### src/sv/bflm_pkg.sv
// bflm_pkg: shared types, codes and constants of the battery fault latch monitor
`timescale 1ns / 1ps

package bflm_pkg;

	// fixed sizing of the monitored pack
	localparam logic [3:0] NUM_DEVICES      = 4'd6;
	localparam logic [5:0] CELLS_PER_DEVICE = 6'd18;
	localparam logic [7:0] TEMP_WINDOW      = 8'd210;
	localparam logic [2:0] CURRENT_SAMPLES  = 3'd5;
	localparam logic [2:0] UV_EXEMPT_DEVICE = 3'd3;
	localparam logic [9:0] DISCONNECT_BELOW = 10'd5;
	localparam logic [6:0] CLEAN_CELLS_MAX  = 7'd127;

	// derived positions
	localparam logic [2:0] LAST_DEVICE = 3'(NUM_DEVICES - 4'd1);

	// request codes
	localparam logic [2:0] REQ_CELL_CODE     = 3'd0;
	localparam logic [2:0] REQ_SCAN_END      = 3'd1;
	localparam logic [2:0] REQ_THERMISTOR    = 3'd2;
	localparam logic [2:0] REQ_CURRENT_SAMPLE = 3'd3;
	localparam logic [2:0] REQ_CURRENT_CHECK = 3'd4;

	// configuration register indexes
	localparam logic [2:0] REG_OVER_VOLTAGE  = 3'd0;
	localparam logic [2:0] REG_UNDER_VOLTAGE = 3'd1;
	localparam logic [2:0] REG_TEMP_HIGH     = 3'd2;
	localparam logic [2:0] REG_TEMP_LOW      = 3'd3;
	localparam logic [2:0] REG_CLEAN_NEEDED  = 3'd4;
	localparam logic [2:0] REG_TEMP_CLEAR    = 3'd5;
	localparam logic [2:0] REG_CURRENT_HIGH  = 3'd6;
	localparam logic [2:0] REG_CURRENT_LOW   = 3'd7;

	// configuration reset values
	localparam logic [15:0] OVER_VOLTAGE_RESET  = 16'd46000;
	localparam logic [15:0] UNDER_VOLTAGE_RESET = 16'd25000;
	localparam logic [7:0]  TEMP_HIGH_RESET     = 8'd45;
	localparam logic [7:0]  TEMP_LOW_RESET      = 8'd20;
	localparam logic [6:0]  CLEAN_NEEDED_RESET  = 7'd106;
	localparam logic [7:0]  TEMP_CLEAR_RESET    = 8'd200;
	localparam logic [12:0] CURRENT_HIGH_RESET  = 13'd4493;
	localparam logic [12:0] CURRENT_LOW_RESET   = 13'd1297;

	typedef struct packed {
		logic [2:0]  req_type;
		logic [2:0]  device_index;
		logic [4:0]  cell_index;
		logic [15:0] cell_code;
		logic [7:0]  probe_shared;
		logic [7:0]  probe_low_side;
		logic [7:0]  probe_high_side;
		logic [9:0]  current_adc;
	} item_t;

	typedef struct packed {
		logic shutdown;
		logic voltage_fault;
		logic temperature_fault;
		logic current_fault;
		logic sensor_disconnected;
	} result_t;

	typedef struct packed {
		logic [15:0] over_voltage_limit;
		logic [15:0] under_voltage_limit;
		logic [7:0]  temp_high_limit;
		logic [7:0]  temp_low_limit;
		logic [6:0]  clean_cells_needed;
		logic [7:0]  temp_clear_run;
		logic [12:0] current_sum_high;
		logic [12:0] current_sum_low;
	} cfg_t;

	typedef struct packed {
		logic        volt_flag;
		logic        temp_flag;
		logic        curr_flag;
		logic        disc_flag;
		logic [6:0]  clean_cells;
		logic [7:0]  clean_msgs;
		logic [7:0]  msg_window;
		logic [12:0] adc_sum;
		logic [2:0]  adc_count;
	} state_t;

endpackage

### src/sv/bflm_step.sv
// bflm_step: next fault state and result for one accepted transaction
`timescale 1ns / 1ps

module bflm_step #(
	parameter logic [3:0] NUM_DEVICES      = bflm_pkg::NUM_DEVICES,
	parameter logic [5:0] CELLS_PER_DEVICE = bflm_pkg::CELLS_PER_DEVICE,
	parameter logic [7:0] TEMP_WINDOW      = bflm_pkg::TEMP_WINDOW,
	parameter logic [2:0] CURRENT_SAMPLES  = bflm_pkg::CURRENT_SAMPLES
) (
	input  bflm_pkg::cfg_t    cfg,
	input  bflm_pkg::state_t  st,
	input  bflm_pkg::item_t   item,
	output bflm_pkg::state_t  st_next,
	output bflm_pkg::result_t res
);

	// derived positions
	localparam logic [2:0] LAST_DEVICE = 3'(NUM_DEVICES - 4'd1);

	logic [5:0]  cell_plus2;
	logic        cell_in_range;
	logic        uv_checked;
	logic        cell_fault;
	logic        probe_bad;
	logic [7:0]  window_inc;
	logic [12:0] sum_inc;

	// cell position rules
	always_comb begin
		cell_plus2    = {1'b0, item.cell_index} + 6'd2;
		cell_in_range = ({1'b0, item.device_index} < NUM_DEVICES) &&
			({1'b0, item.cell_index} < CELLS_PER_DEVICE);
		if (item.device_index == LAST_DEVICE) begin
			// only the lower cells of the last device are wired
			cell_in_range = cell_in_range && (cell_plus2 < CELLS_PER_DEVICE);
			uv_checked    = 1'b1;
		end else begin
			uv_checked = (item.device_index != bflm_pkg::UV_EXEMPT_DEVICE) &&
				(cell_plus2 < CELLS_PER_DEVICE);
		end
		cell_fault = (uv_checked && (item.cell_code < cfg.under_voltage_limit)) ||
			(item.cell_code > cfg.over_voltage_limit);
	end

	// thermistor and current helpers
	assign probe_bad = (item.probe_low_side < cfg.temp_low_limit) ||
		(item.probe_shared < cfg.temp_low_limit) ||
		(item.probe_high_side > cfg.temp_high_limit) ||
		(item.probe_shared > cfg.temp_high_limit);
	assign window_inc = st.msg_window + 8'd1;
	assign sum_inc    = st.adc_sum + {3'b000, item.current_adc};

	// state update by request type
	always_comb begin
		st_next = st;
		case (item.req_type)
			bflm_pkg::REQ_CELL_CODE: begin
				if (cell_in_range) begin
					if (cell_fault) begin
						st_next.volt_flag = 1'b1;
					end else if (st.clean_cells != bflm_pkg::CLEAN_CELLS_MAX) begin
						st_next.clean_cells = st.clean_cells + 7'd1;
					end
				end
			end
			bflm_pkg::REQ_SCAN_END: begin
				if (st.clean_cells == cfg.clean_cells_needed) begin
					st_next.volt_flag = 1'b0;
				end
				st_next.clean_cells = 7'd0;
			end
			bflm_pkg::REQ_THERMISTOR: begin
				st_next.msg_window = window_inc;
				if (probe_bad) begin
					st_next.temp_flag  = 1'b1;
					st_next.clean_msgs = 8'd0;
					st_next.msg_window = 8'd0;
				end else begin
					st_next.clean_msgs = st.clean_msgs + 8'd1;
				end
				if (st_next.clean_msgs == cfg.temp_clear_run) begin
					st_next.temp_flag = 1'b0;
				end
				// window restart
				if (st_next.msg_window == TEMP_WINDOW) begin
					st_next.clean_msgs = 8'd0;
					st_next.msg_window = 8'd0;
				end
			end
			bflm_pkg::REQ_CURRENT_SAMPLE: begin
				if (st.adc_count < CURRENT_SAMPLES) begin
					st_next.adc_sum   = sum_inc;
					st_next.adc_count = st.adc_count + 3'd1;
				end
			end
			bflm_pkg::REQ_CURRENT_CHECK: begin
				if (item.current_adc < bflm_pkg::DISCONNECT_BELOW) begin
					st_next.disc_flag = 1'b1;
					st_next.curr_flag = 1'b1;
				end else begin
					st_next.disc_flag = 1'b0;
					st_next.curr_flag = (st.adc_sum > cfg.current_sum_high) ||
						(st.adc_sum < cfg.current_sum_low);
				end
				st_next.adc_sum   = 13'd0;
				st_next.adc_count = 3'd0;
			end
			default: begin
				st_next = st;
			end
		endcase
	end

	// flags after the transaction
	always_comb begin
		res.shutdown            = st_next.volt_flag || st_next.temp_flag || st_next.curr_flag;
		res.voltage_fault       = st_next.volt_flag;
		res.temperature_fault   = st_next.temp_flag;
		res.current_fault       = st_next.curr_flag;
		res.sensor_disconnected = st_next.disc_flag;
	end

endmodule

### src/sv/battery_fault_latch_monitor_core.sv
// battery_fault_latch_monitor_core: top level with config registers, fault state and output skid
`timescale 1ns / 1ps

// channel  | signals                        | moves
// ---------+--------------------------------+-----------------------------------
// item     | item_valid, item_stall, item   | one request transaction in
// result   | result_valid, result_stall,    | fault flags after each request
//          | result                         |
// config   | cfg_write, cfg_index, cfg_data | one register write, no read-back
//
// One transaction is taken every cycle while item_stall is low; its result is registered into
// the result register, or into the skid while the result register holds a waiting result.
// Reset clears all fault state and loads the default limits; no clearing pass is needed.
// A two-entry output buffer (result register plus skid) lets input run while result stalls;
// item_stall rises only once both entries hold a waiting result.

module battery_fault_latch_monitor_core #(
	parameter logic [3:0] NUM_DEVICES      = bflm_pkg::NUM_DEVICES,
	parameter logic [5:0] CELLS_PER_DEVICE = bflm_pkg::CELLS_PER_DEVICE,
	parameter logic [7:0] TEMP_WINDOW      = bflm_pkg::TEMP_WINDOW,
	parameter logic [2:0] CURRENT_SAMPLES  = bflm_pkg::CURRENT_SAMPLES
) (
	input  logic                clk,
	input  logic                arst_n,
	input  logic                item_valid,
	output logic                item_stall,
	input  bflm_pkg::item_t     item,
	output logic                result_valid,
	input  logic                result_stall,
	output bflm_pkg::result_t   result,
	input  logic                cfg_write,
	input  logic [2:0]          cfg_index,
	input  logic [15:0]         cfg_data
);

	bflm_pkg::cfg_t    cfg_q;
	bflm_pkg::state_t  state_q;
	bflm_pkg::state_t  state_next;
	bflm_pkg::result_t step_res;
	bflm_pkg::result_t out_q;
	bflm_pkg::result_t skid_q;
	logic              out_valid_q;
	logic              skid_valid_q;
	logic              item_take;
	logic              result_take;

	assign item_stall   = skid_valid_q;
	assign item_take    = item_valid && !skid_valid_q;
	assign result_take  = out_valid_q && !result_stall;
	assign result_valid = out_valid_q;
	assign result       = out_q;

	// configuration registers
	always_ff @(posedge clk or negedge arst_n) begin
		if (!arst_n) begin
			cfg_q.over_voltage_limit  <= bflm_pkg::OVER_VOLTAGE_RESET;
			cfg_q.under_voltage_limit <= bflm_pkg::UNDER_VOLTAGE_RESET;
			cfg_q.temp_high_limit     <= bflm_pkg::TEMP_HIGH_RESET;
			cfg_q.temp_low_limit      <= bflm_pkg::TEMP_LOW_RESET;
			cfg_q.clean_cells_needed  <= bflm_pkg::CLEAN_NEEDED_RESET;
			cfg_q.temp_clear_run      <= bflm_pkg::TEMP_CLEAR_RESET;
			cfg_q.current_sum_high    <= bflm_pkg::CURRENT_HIGH_RESET;
			cfg_q.current_sum_low     <= bflm_pkg::CURRENT_LOW_RESET;
		end else if (cfg_write) begin
			case (cfg_index)
				bflm_pkg::REG_OVER_VOLTAGE:  cfg_q.over_voltage_limit  <= cfg_data;
				bflm_pkg::REG_UNDER_VOLTAGE: cfg_q.under_voltage_limit <= cfg_data;
				bflm_pkg::REG_TEMP_HIGH:     cfg_q.temp_high_limit     <= cfg_data[7:0];
				bflm_pkg::REG_TEMP_LOW:      cfg_q.temp_low_limit      <= cfg_data[7:0];
				bflm_pkg::REG_CLEAN_NEEDED:  cfg_q.clean_cells_needed  <= cfg_data[6:0];
				bflm_pkg::REG_TEMP_CLEAR:    cfg_q.temp_clear_run      <= cfg_data[7:0];
				bflm_pkg::REG_CURRENT_HIGH:  cfg_q.current_sum_high    <= cfg_data[12:0];
				bflm_pkg::REG_CURRENT_LOW:   cfg_q.current_sum_low     <= cfg_data[12:0];
				default: begin
					cfg_q <= cfg_q;
				end
			endcase
		end
	end

	// next state and result of the offered transaction
	bflm_step #(
		.NUM_DEVICES      (NUM_DEVICES),
		.CELLS_PER_DEVICE (CELLS_PER_DEVICE),
		.TEMP_WINDOW      (TEMP_WINDOW),
		.CURRENT_SAMPLES  (CURRENT_SAMPLES)
	) u_step (
		.cfg     (cfg_q),
		.st      (state_q),
		.item    (item),
		.st_next (state_next),
		.res     (step_res)
	);

	// fault state
	always_ff @(posedge clk or negedge arst_n) begin
		if (!arst_n) begin
			state_q <= '0;
		end else if (item_take) begin
			state_q <= state_next;
		end
	end

	// output buffer valid bits
	always_ff @(posedge clk or negedge arst_n) begin
		if (!arst_n) begin
			out_valid_q  <= 1'b0;
			skid_valid_q <= 1'b0;
		end else begin
			if (result_take) begin
				if (skid_valid_q) begin
					skid_valid_q <= 1'b0;
				end else begin
					out_valid_q <= item_take;
				end
			end else if (item_take) begin
				if (out_valid_q) begin
					skid_valid_q <= 1'b1;
				end else begin
					out_valid_q <= 1'b1;
				end
			end
		end
	end

	// output buffer payload
	always_ff @(posedge clk) begin
		if (result_take) begin
			if (skid_valid_q) begin
				out_q <= skid_q;
			end else if (item_take) begin
				out_q <= step_res;
			end
		end else if (item_take) begin
			if (out_valid_q) begin
				skid_q <= step_res;
			end else begin
				out_q <= step_res;
			end
		end
	end

endmodule
### config.mk
export PLATFORM = sky130hd
export DESIGN_NAME = battery_fault_latch_monitor_core
export DESIGN_NICKNAME = d
export VERILOG_FILES = /design/src/sv/bflm_pkg.sv /design/src/sv/bflm_step.sv /design/src/sv/battery_fault_latch_monitor_core.sv
export SDC_FILE = /design/constraint.sdc
export NUM_CORES = 1
export LEC_CHECK = 0
export BUFFER_PORTS_ARGS = -buffer_cell sky130_fd_sc_hd__buf_2
export CORE_AREA = 4 4 138 140
export DETAILED_ROUTE_END_ITERATION = 16
export DIE_AREA = 0 0 142 144
export PLACE_DENSITY = 0.75
export SYNTH_ARGS = -nofsm -noshare
export SYNTH_HDL_FRONTEND = slang
export SYNTH_HIERARCHICAL = 1
export SYNTH_SLANG_ARGS = --single-unit
export TNS_END_PERCENT = 10
### constraint.sdc
create_clock -name clk -period 3.25 [get_ports clk]
set_clock_uncertainty 0.2 [all_clocks]
set_input_delay 0.325 -clock clk [delete_from_list [all_inputs] [get_ports clk]]
set_output_delay 0.325 -clock clk [all_outputs]
set_load 0.005 [all_outputs]
==> report_table.html <==
<table>
<tr><th>Metric</th><th>Value</th></tr>
<tr><th colspan="2">Synth</th></tr>
<tr><td>Share of the yosys chip area belonging to registers</td><td>38.2%</td></tr>
<tr><td>Predominant post-synthesis flop cell</td><td>sky130_fd_sc_hd__dfrtp_1</td></tr>
<tr><td>Synthesis warning total</td><td>6</td></tr>
<tr><td>Share of async-settable or async-resettable flops after synthesis</td><td>93.1%</td></tr>
<tr><td>Post-synthesis average cell area</td><td>~10 sq um</td></tr>
<tr><td>Dominant cells by area after synthesis</td><td>sky130_fd_sc_hd__dfrtp_1 (25%), sky130_fd_sc_hd__mux2_2 (15%), sky130_fd_sc_hd__ha_1 (13%)</td></tr>
<tr><td>Area share of the largest cell type after synthesis</td><td>~25%</td></tr>
<tr><td>Number of nets in the synthesized netlist</td><td>1119</td></tr>
<tr><td>Combined area of all synthesized cells</td><td>9680 sq um</td></tr>
<tr><td>Number of library cell types mapped by synthesis</td><td>73</td></tr>
<tr><td>Number of enable-type register cells in the synthesized netlist</td><td>10</td></tr>
<tr><td>Post-Syn Instances</td><td>approximately 930</td></tr>
<tr><td>Number of synthesized register bits</td><td>approximately 140</td></tr>
<tr><td>Dominant cell type by area after synthesis</td><td>sky130_fd_sc_hd__dfrtp_1</td></tr>
<tr><th colspan="2">STA</th></tr>
<tr><td>Worst slew margin relative to its limit</td><td>between 40 and 50%</td></tr>
<tr><td>Setup repair after global routing missed its margin</td><td>yes</td></tr>
<tr><td>Transition at the pin with the smallest max-transition slack</td><td>789 ps</td></tr>
<tr><td>Number of failing hold endpoints at the final stage</td><td>0</td></tr>
<tr><td>Period utilization</td><td>103%</td></tr>
<tr><td>Worst hold-check slack</td><td>21.3 ps</td></tr>
<tr><td>Maximum frequency from static timing analysis</td><td>0.299 GHz</td></tr>
<tr><td>Worst path setup slack after routing</td><td>-91.5 ps</td></tr>
<tr><td>Min Tclk post-route</td><td>3340 ps</td></tr>
<tr><td>Final number of max-transition violations</td><td>0</td></tr>
<tr><td>Final-report setup violation count</td><td>2</td></tr>
<tr><th colspan="2">Setup path</th></tr>
<tr><td>Reg-to-Reg Start</td><td>cfg_q[54]</td></tr>
<tr><td>Worst-path fanout max</td><td>6</td></tr>
<tr><td>Worst Path Arrival</td><td>roughly 3300 ps</td></tr>
<tr><td>Worst setup path category</td><td>reg -&gt; reg</td></tr>
<tr><td>R2r worst-path depth</td><td>11</td></tr>
<tr><td>Critical Path Start</td><td>cfg_q[54]</td></tr>
<tr><td>Type of destination of the critical path</td><td>register</td></tr>
<tr><td>CP Launch Type</td><td>register</td></tr>
<tr><td>Required @ worst endpoint</td><td>3220 ps</td></tr>
<tr><td>Endpoint of the worst-slack reg-to-reg timing path</td><td>result[4]</td></tr>
<tr><td>Register-to-Register Setup Slack</td><td>-90 ps</td></tr>
<tr><th colspan="2">GRT</th></tr>
<tr><td>Met2 track demand over resource in global routing</td><td>roughly 37%</td></tr>
<tr><td>Overflow left after global routing</td><td>0</td></tr>
<tr><td>First-pass GRT wire length</td><td>36200 um</td></tr>
<tr><td>Met1 layer usage reported by global route</td><td>between 20 and 30%</td></tr>
<tr><td>Met3 usage</td><td>4.79%</td></tr>
<tr><td>Total Routing Usage GR</td><td>22.0%</td></tr>
<tr><td>Busiest layer in global routing</td><td>met2</td></tr>
<tr><td>Via count of the first global-routing pass</td><td>slightly above 7000</td></tr>
<tr><td>Initial antenna violation count</td><td>1</td></tr>
<tr><td>Maximum number of pins on one net before global-route repair</td><td>85</td></tr>
<tr><th colspan="2">Clock tree</th></tr>
<tr><td>Library cell used as clock root buffer</td><td>sky130_fd_sc_hd__clkbuf_16</td></tr>
<tr><td>Source-to-sink clock delay at the later pin of the worst-skew pair</td><td>420 ps</td></tr>
<tr><td>CTS tree</td><td>yes</td></tr>
<tr><td>CTS clock-pin slew for the worst setup and hold paths</td><td>60 ps</td></tr>
<tr><td>Deepest clock path buffer count</td><td>2</td></tr>
<tr><td>Total clock sinks</td><td>~140</td></tr>
<tr><td>Level count of the clock H-tree</td><td>4</td></tr>
<tr><td>Number of buffers created by CTS</td><td>17</td></tr>
<tr><th colspan="2">Hold path</th></tr>
<tr><td>Destination of the worst hold path</td><td>cfg_q[85]</td></tr>
<tr><td>Startpoint of the most critical hold path</td><td>cfg_data[12]</td></tr>
<tr><td>WHS Path Cells</td><td>2</td></tr>
<tr><td>HP Class</td><td>in -&gt; reg</td></tr>
<tr><th colspan="2">Layout</th></tr>
<tr><td>Area Overhead vs Synth</td><td>17.5%</td></tr>
<tr><td>Final Util</td><td>between 60% and 70%</td></tr>
<tr><td>Most frequent standard cell in the layout excluding fill and tap cells</td><td>sky130_fd_sc_hd__mux2_2</td></tr>
<tr><td>Antenna Cells</td><td>0</td></tr>
<tr><td>Total of fill cells in the finished design</td><td>around 1400</td></tr>
<tr><td>Number of cells in the finished layout apart from fillers</td><td>1294</td></tr>
<tr><td>Layout cell share with drive strength beyond 1</td><td>35.1%</td></tr>
<tr><td>Highest-count cells in the layout ignoring fill and taps</td><td>sky130_fd_sc_hd__mux2_2 (126), sky130_fd_sc_hd__dfrtp_1 (97), sky130_fd_sc_hd__ha_1 (97)</td></tr>
<tr><td>Number of nets in the final layout</td><td>1240</td></tr>
<tr><th colspan="2">Floorplan</th></tr>
<tr><td>Die area</td><td>20400 sq um</td></tr>
<tr><td>Number of cell rows</td><td>49</td></tr>
<tr><td>Height of the die</td><td>144 um</td></tr>
<tr><td>Core Area</td><td>17800 sq um</td></tr>
<tr><td>Initial standard-cell utilization of the core</td><td>54.2%</td></tr>
<tr><td>I/O pins</td><td>92</td></tr>
<tr><td>Die extent in x</td><td>about 140 um</td></tr>
<tr><th colspan="2">Run</th></tr>
<tr><td>Total of max-cap violations</td><td>0</td></tr>
<tr><th colspan="2">Route</th></tr>
<tr><td>Drt total wl</td><td>about 22000 um</td></tr>
<tr><td>Average wire per standard cell</td><td>17.2 um</td></tr>
<tr><td>Number of remaining DRC errors</td><td>0</td></tr>
<tr><td>Iteration-0 DRC count of the detailed router</td><td>around 520</td></tr>
<tr><td>First-pass detailed-route iteration total</td><td>6</td></tr>
<tr><td>Via total after detailed routing</td><td>between 7000 and 8000</td></tr>
<tr><td>Mean number of vias per cell</td><td>between 5 and 6</td></tr>
<tr><td>Antenna-violating nets left</td><td>0</td></tr>
<tr><th colspan="2">Run status</th></tr>
<tr><td>Failing checks</td><td>setup timing</td></tr>
<tr><td>Result of the run</td><td>finished, violations left</td></tr>
<tr><th colspan="2">Placed design</th></tr>
<tr><td>Number of placed instances, taps included</td><td>1248</td></tr>
<tr><td>Buffers added on ports</td><td>90</td></tr>
<tr><td>Placed wire-length estimate after detailed placement</td><td>15400 um</td></tr>
<tr><td>Final weighted congestion in routability-driven placement</td><td>a little under 0.9</td></tr>
<tr><th colspan="2">Power and ir drop</th></tr>
<tr><td>Power per cell area</td><td>623 nW/um^2</td></tr>
<tr><td>Worst ir drop on vdd</td><td>396 uV</td></tr>
<tr><td>Static leakage</td><td>~5.2 nW</td></tr>
</table>
## cell type report
cell class                 count  area (sq um)  area share (%)
clock buffer                  20           467            4.10
clock inverter                12           123            1.08
inverter                      92           345            3.04
multi-input combinational    665          5620            49.4
sequential                   144          3700            32.5
tap                          229           287            2.52
timing repair buffer         132           828            7.29
## registers in the layout, summed over array words and instances, names as in the netlist
register / count
state_q: 43
result: 5
result_valid: 1
item_stall: 1
skid_q: 5
cfg_q: 89
## worst max-delay path, stage by stage, from the launching register on
cell	delay, ps
sky130_fd_sc_hd__dfstp_2	540
sky130_fd_sc_hd__inv_2	60
sky130_fd_sc_hd__ha_4	260
sky130_fd_sc_hd__nand4_1	110
sky130_fd_sc_hd__nor2_2	160
sky130_fd_sc_hd__a21oi_2	60
sky130_fd_sc_hd__nor4_4	420
sky130_fd_sc_hd__nand2_2	210
sky130_fd_sc_hd__o21ai_2	230
sky130_fd_sc_hd__a41oi_2	150
sky130_fd_sc_hd__or3_4	410
sky130_fd_sc_hd__mux2_4	260
## logic make-up after synthesis
kind of cell / after synthesis / share of synthesized area [%]
AND/OR/NAND/NOR: 218 / 12.5
adder cells (fa/ha/maj): 103 / 13.4
buffers and inverters: 122 / 5.50
AO/OA/AOI/OAI: 176 / 11.1
multiplexers: 147 / 17.4
XOR/XNOR: 21 / 1.90
flip-flops: 144 / 38.2
## synth_stat cells, types with 6 or more instances
cell type,instances
sky130_fd_sc_hd__dfstp_2,37
sky130_fd_sc_hd__a21oi_1,46
sky130_fd_sc_hd__nand3_1,26
sky130_fd_sc_hd__and3_1,6
sky130_fd_sc_hd__xnor2_1,14
sky130_fd_sc_hd__nor2_1,22
sky130_fd_sc_hd__xor2_1,7
sky130_fd_sc_hd__nand2b_1,7
sky130_fd_sc_hd__mux2_2,128
sky130_fd_sc_hd__inv_1,92
sky130_fd_sc_hd__ha_1,102
sky130_fd_sc_hd__dfrtp_1,97
sky130_fd_sc_hd__nor2b_1,17
sky130_fd_sc_hd__o21ai_0,61
sky130_fd_sc_hd__edfxtp_1,10
sky130_fd_sc_hd__a211oi_1,9
sky130_fd_sc_hd__o31ai_1,10
sky130_fd_sc_hd__nor3_1,12
sky130_fd_sc_hd__mux2_4,10
sky130_fd_sc_hd__nand2_1,63
sky130_fd_sc_hd__mux2i_1,9
sky130_fd_sc_hd__nand4_1,18
sky130_fd_sc_hd__nor4_1,7
sky130_fd_sc_hd__clkbuf_1,9
sky130_fd_sc_hd__buf_2,11
sky130_fd_sc_hd__a21o_1,8
## stage by stage
stage / total power (W) / area (sq um) / TNS [ps] / worst slack, ps
6_report: 0.00708 / 11400 / -109 / -91.5
5_1_grt: 0.00755 / 11400 / -481 / -257
4_1_cts: 0.00706 / 11300 / -20.1 / -20.1
3_5_place_dp: 0.00499 / 10500 / -195 / -195
3_3_place_gp: 0.00489 / 10500 / -83.1 / -83.1
2_1_floorplan: 0.00429 / 9680 / 0 / 126
## worst max path at each step
stage,endpoint,cells past startpoint
3_3_place_gp,result[4],12
3_5_place_dp,result[4],12
5_1_grt,result[4],11
6_report,result[4],11
2_1_floorplan,result[4],11
4_1_cts,result[4],11
## where the power goes
group / switching (W) / internal, W
combinational: 0.00126 / 0.00125
sequential: 0.000334 / 0.00230
clock: 0.000803 / 0.00113
## per-layer routing
layer  part of all wire [%]  wire, um
met5                  0.054        12
met4                    1.2       269
met3                    4.6      1030
met2                     49     10800
met1                     45     10000
## timing repair
item | CTS | global route
pin swaps | 5 | 5
hold buffers | 11 | 0
setup endpoints to repair | 2 | 2
setup buffers | 2 | 1
hold endpoints to repair | 82 | 0
resized for setup | 24 | 10
(Power assumes the default switching activity.)
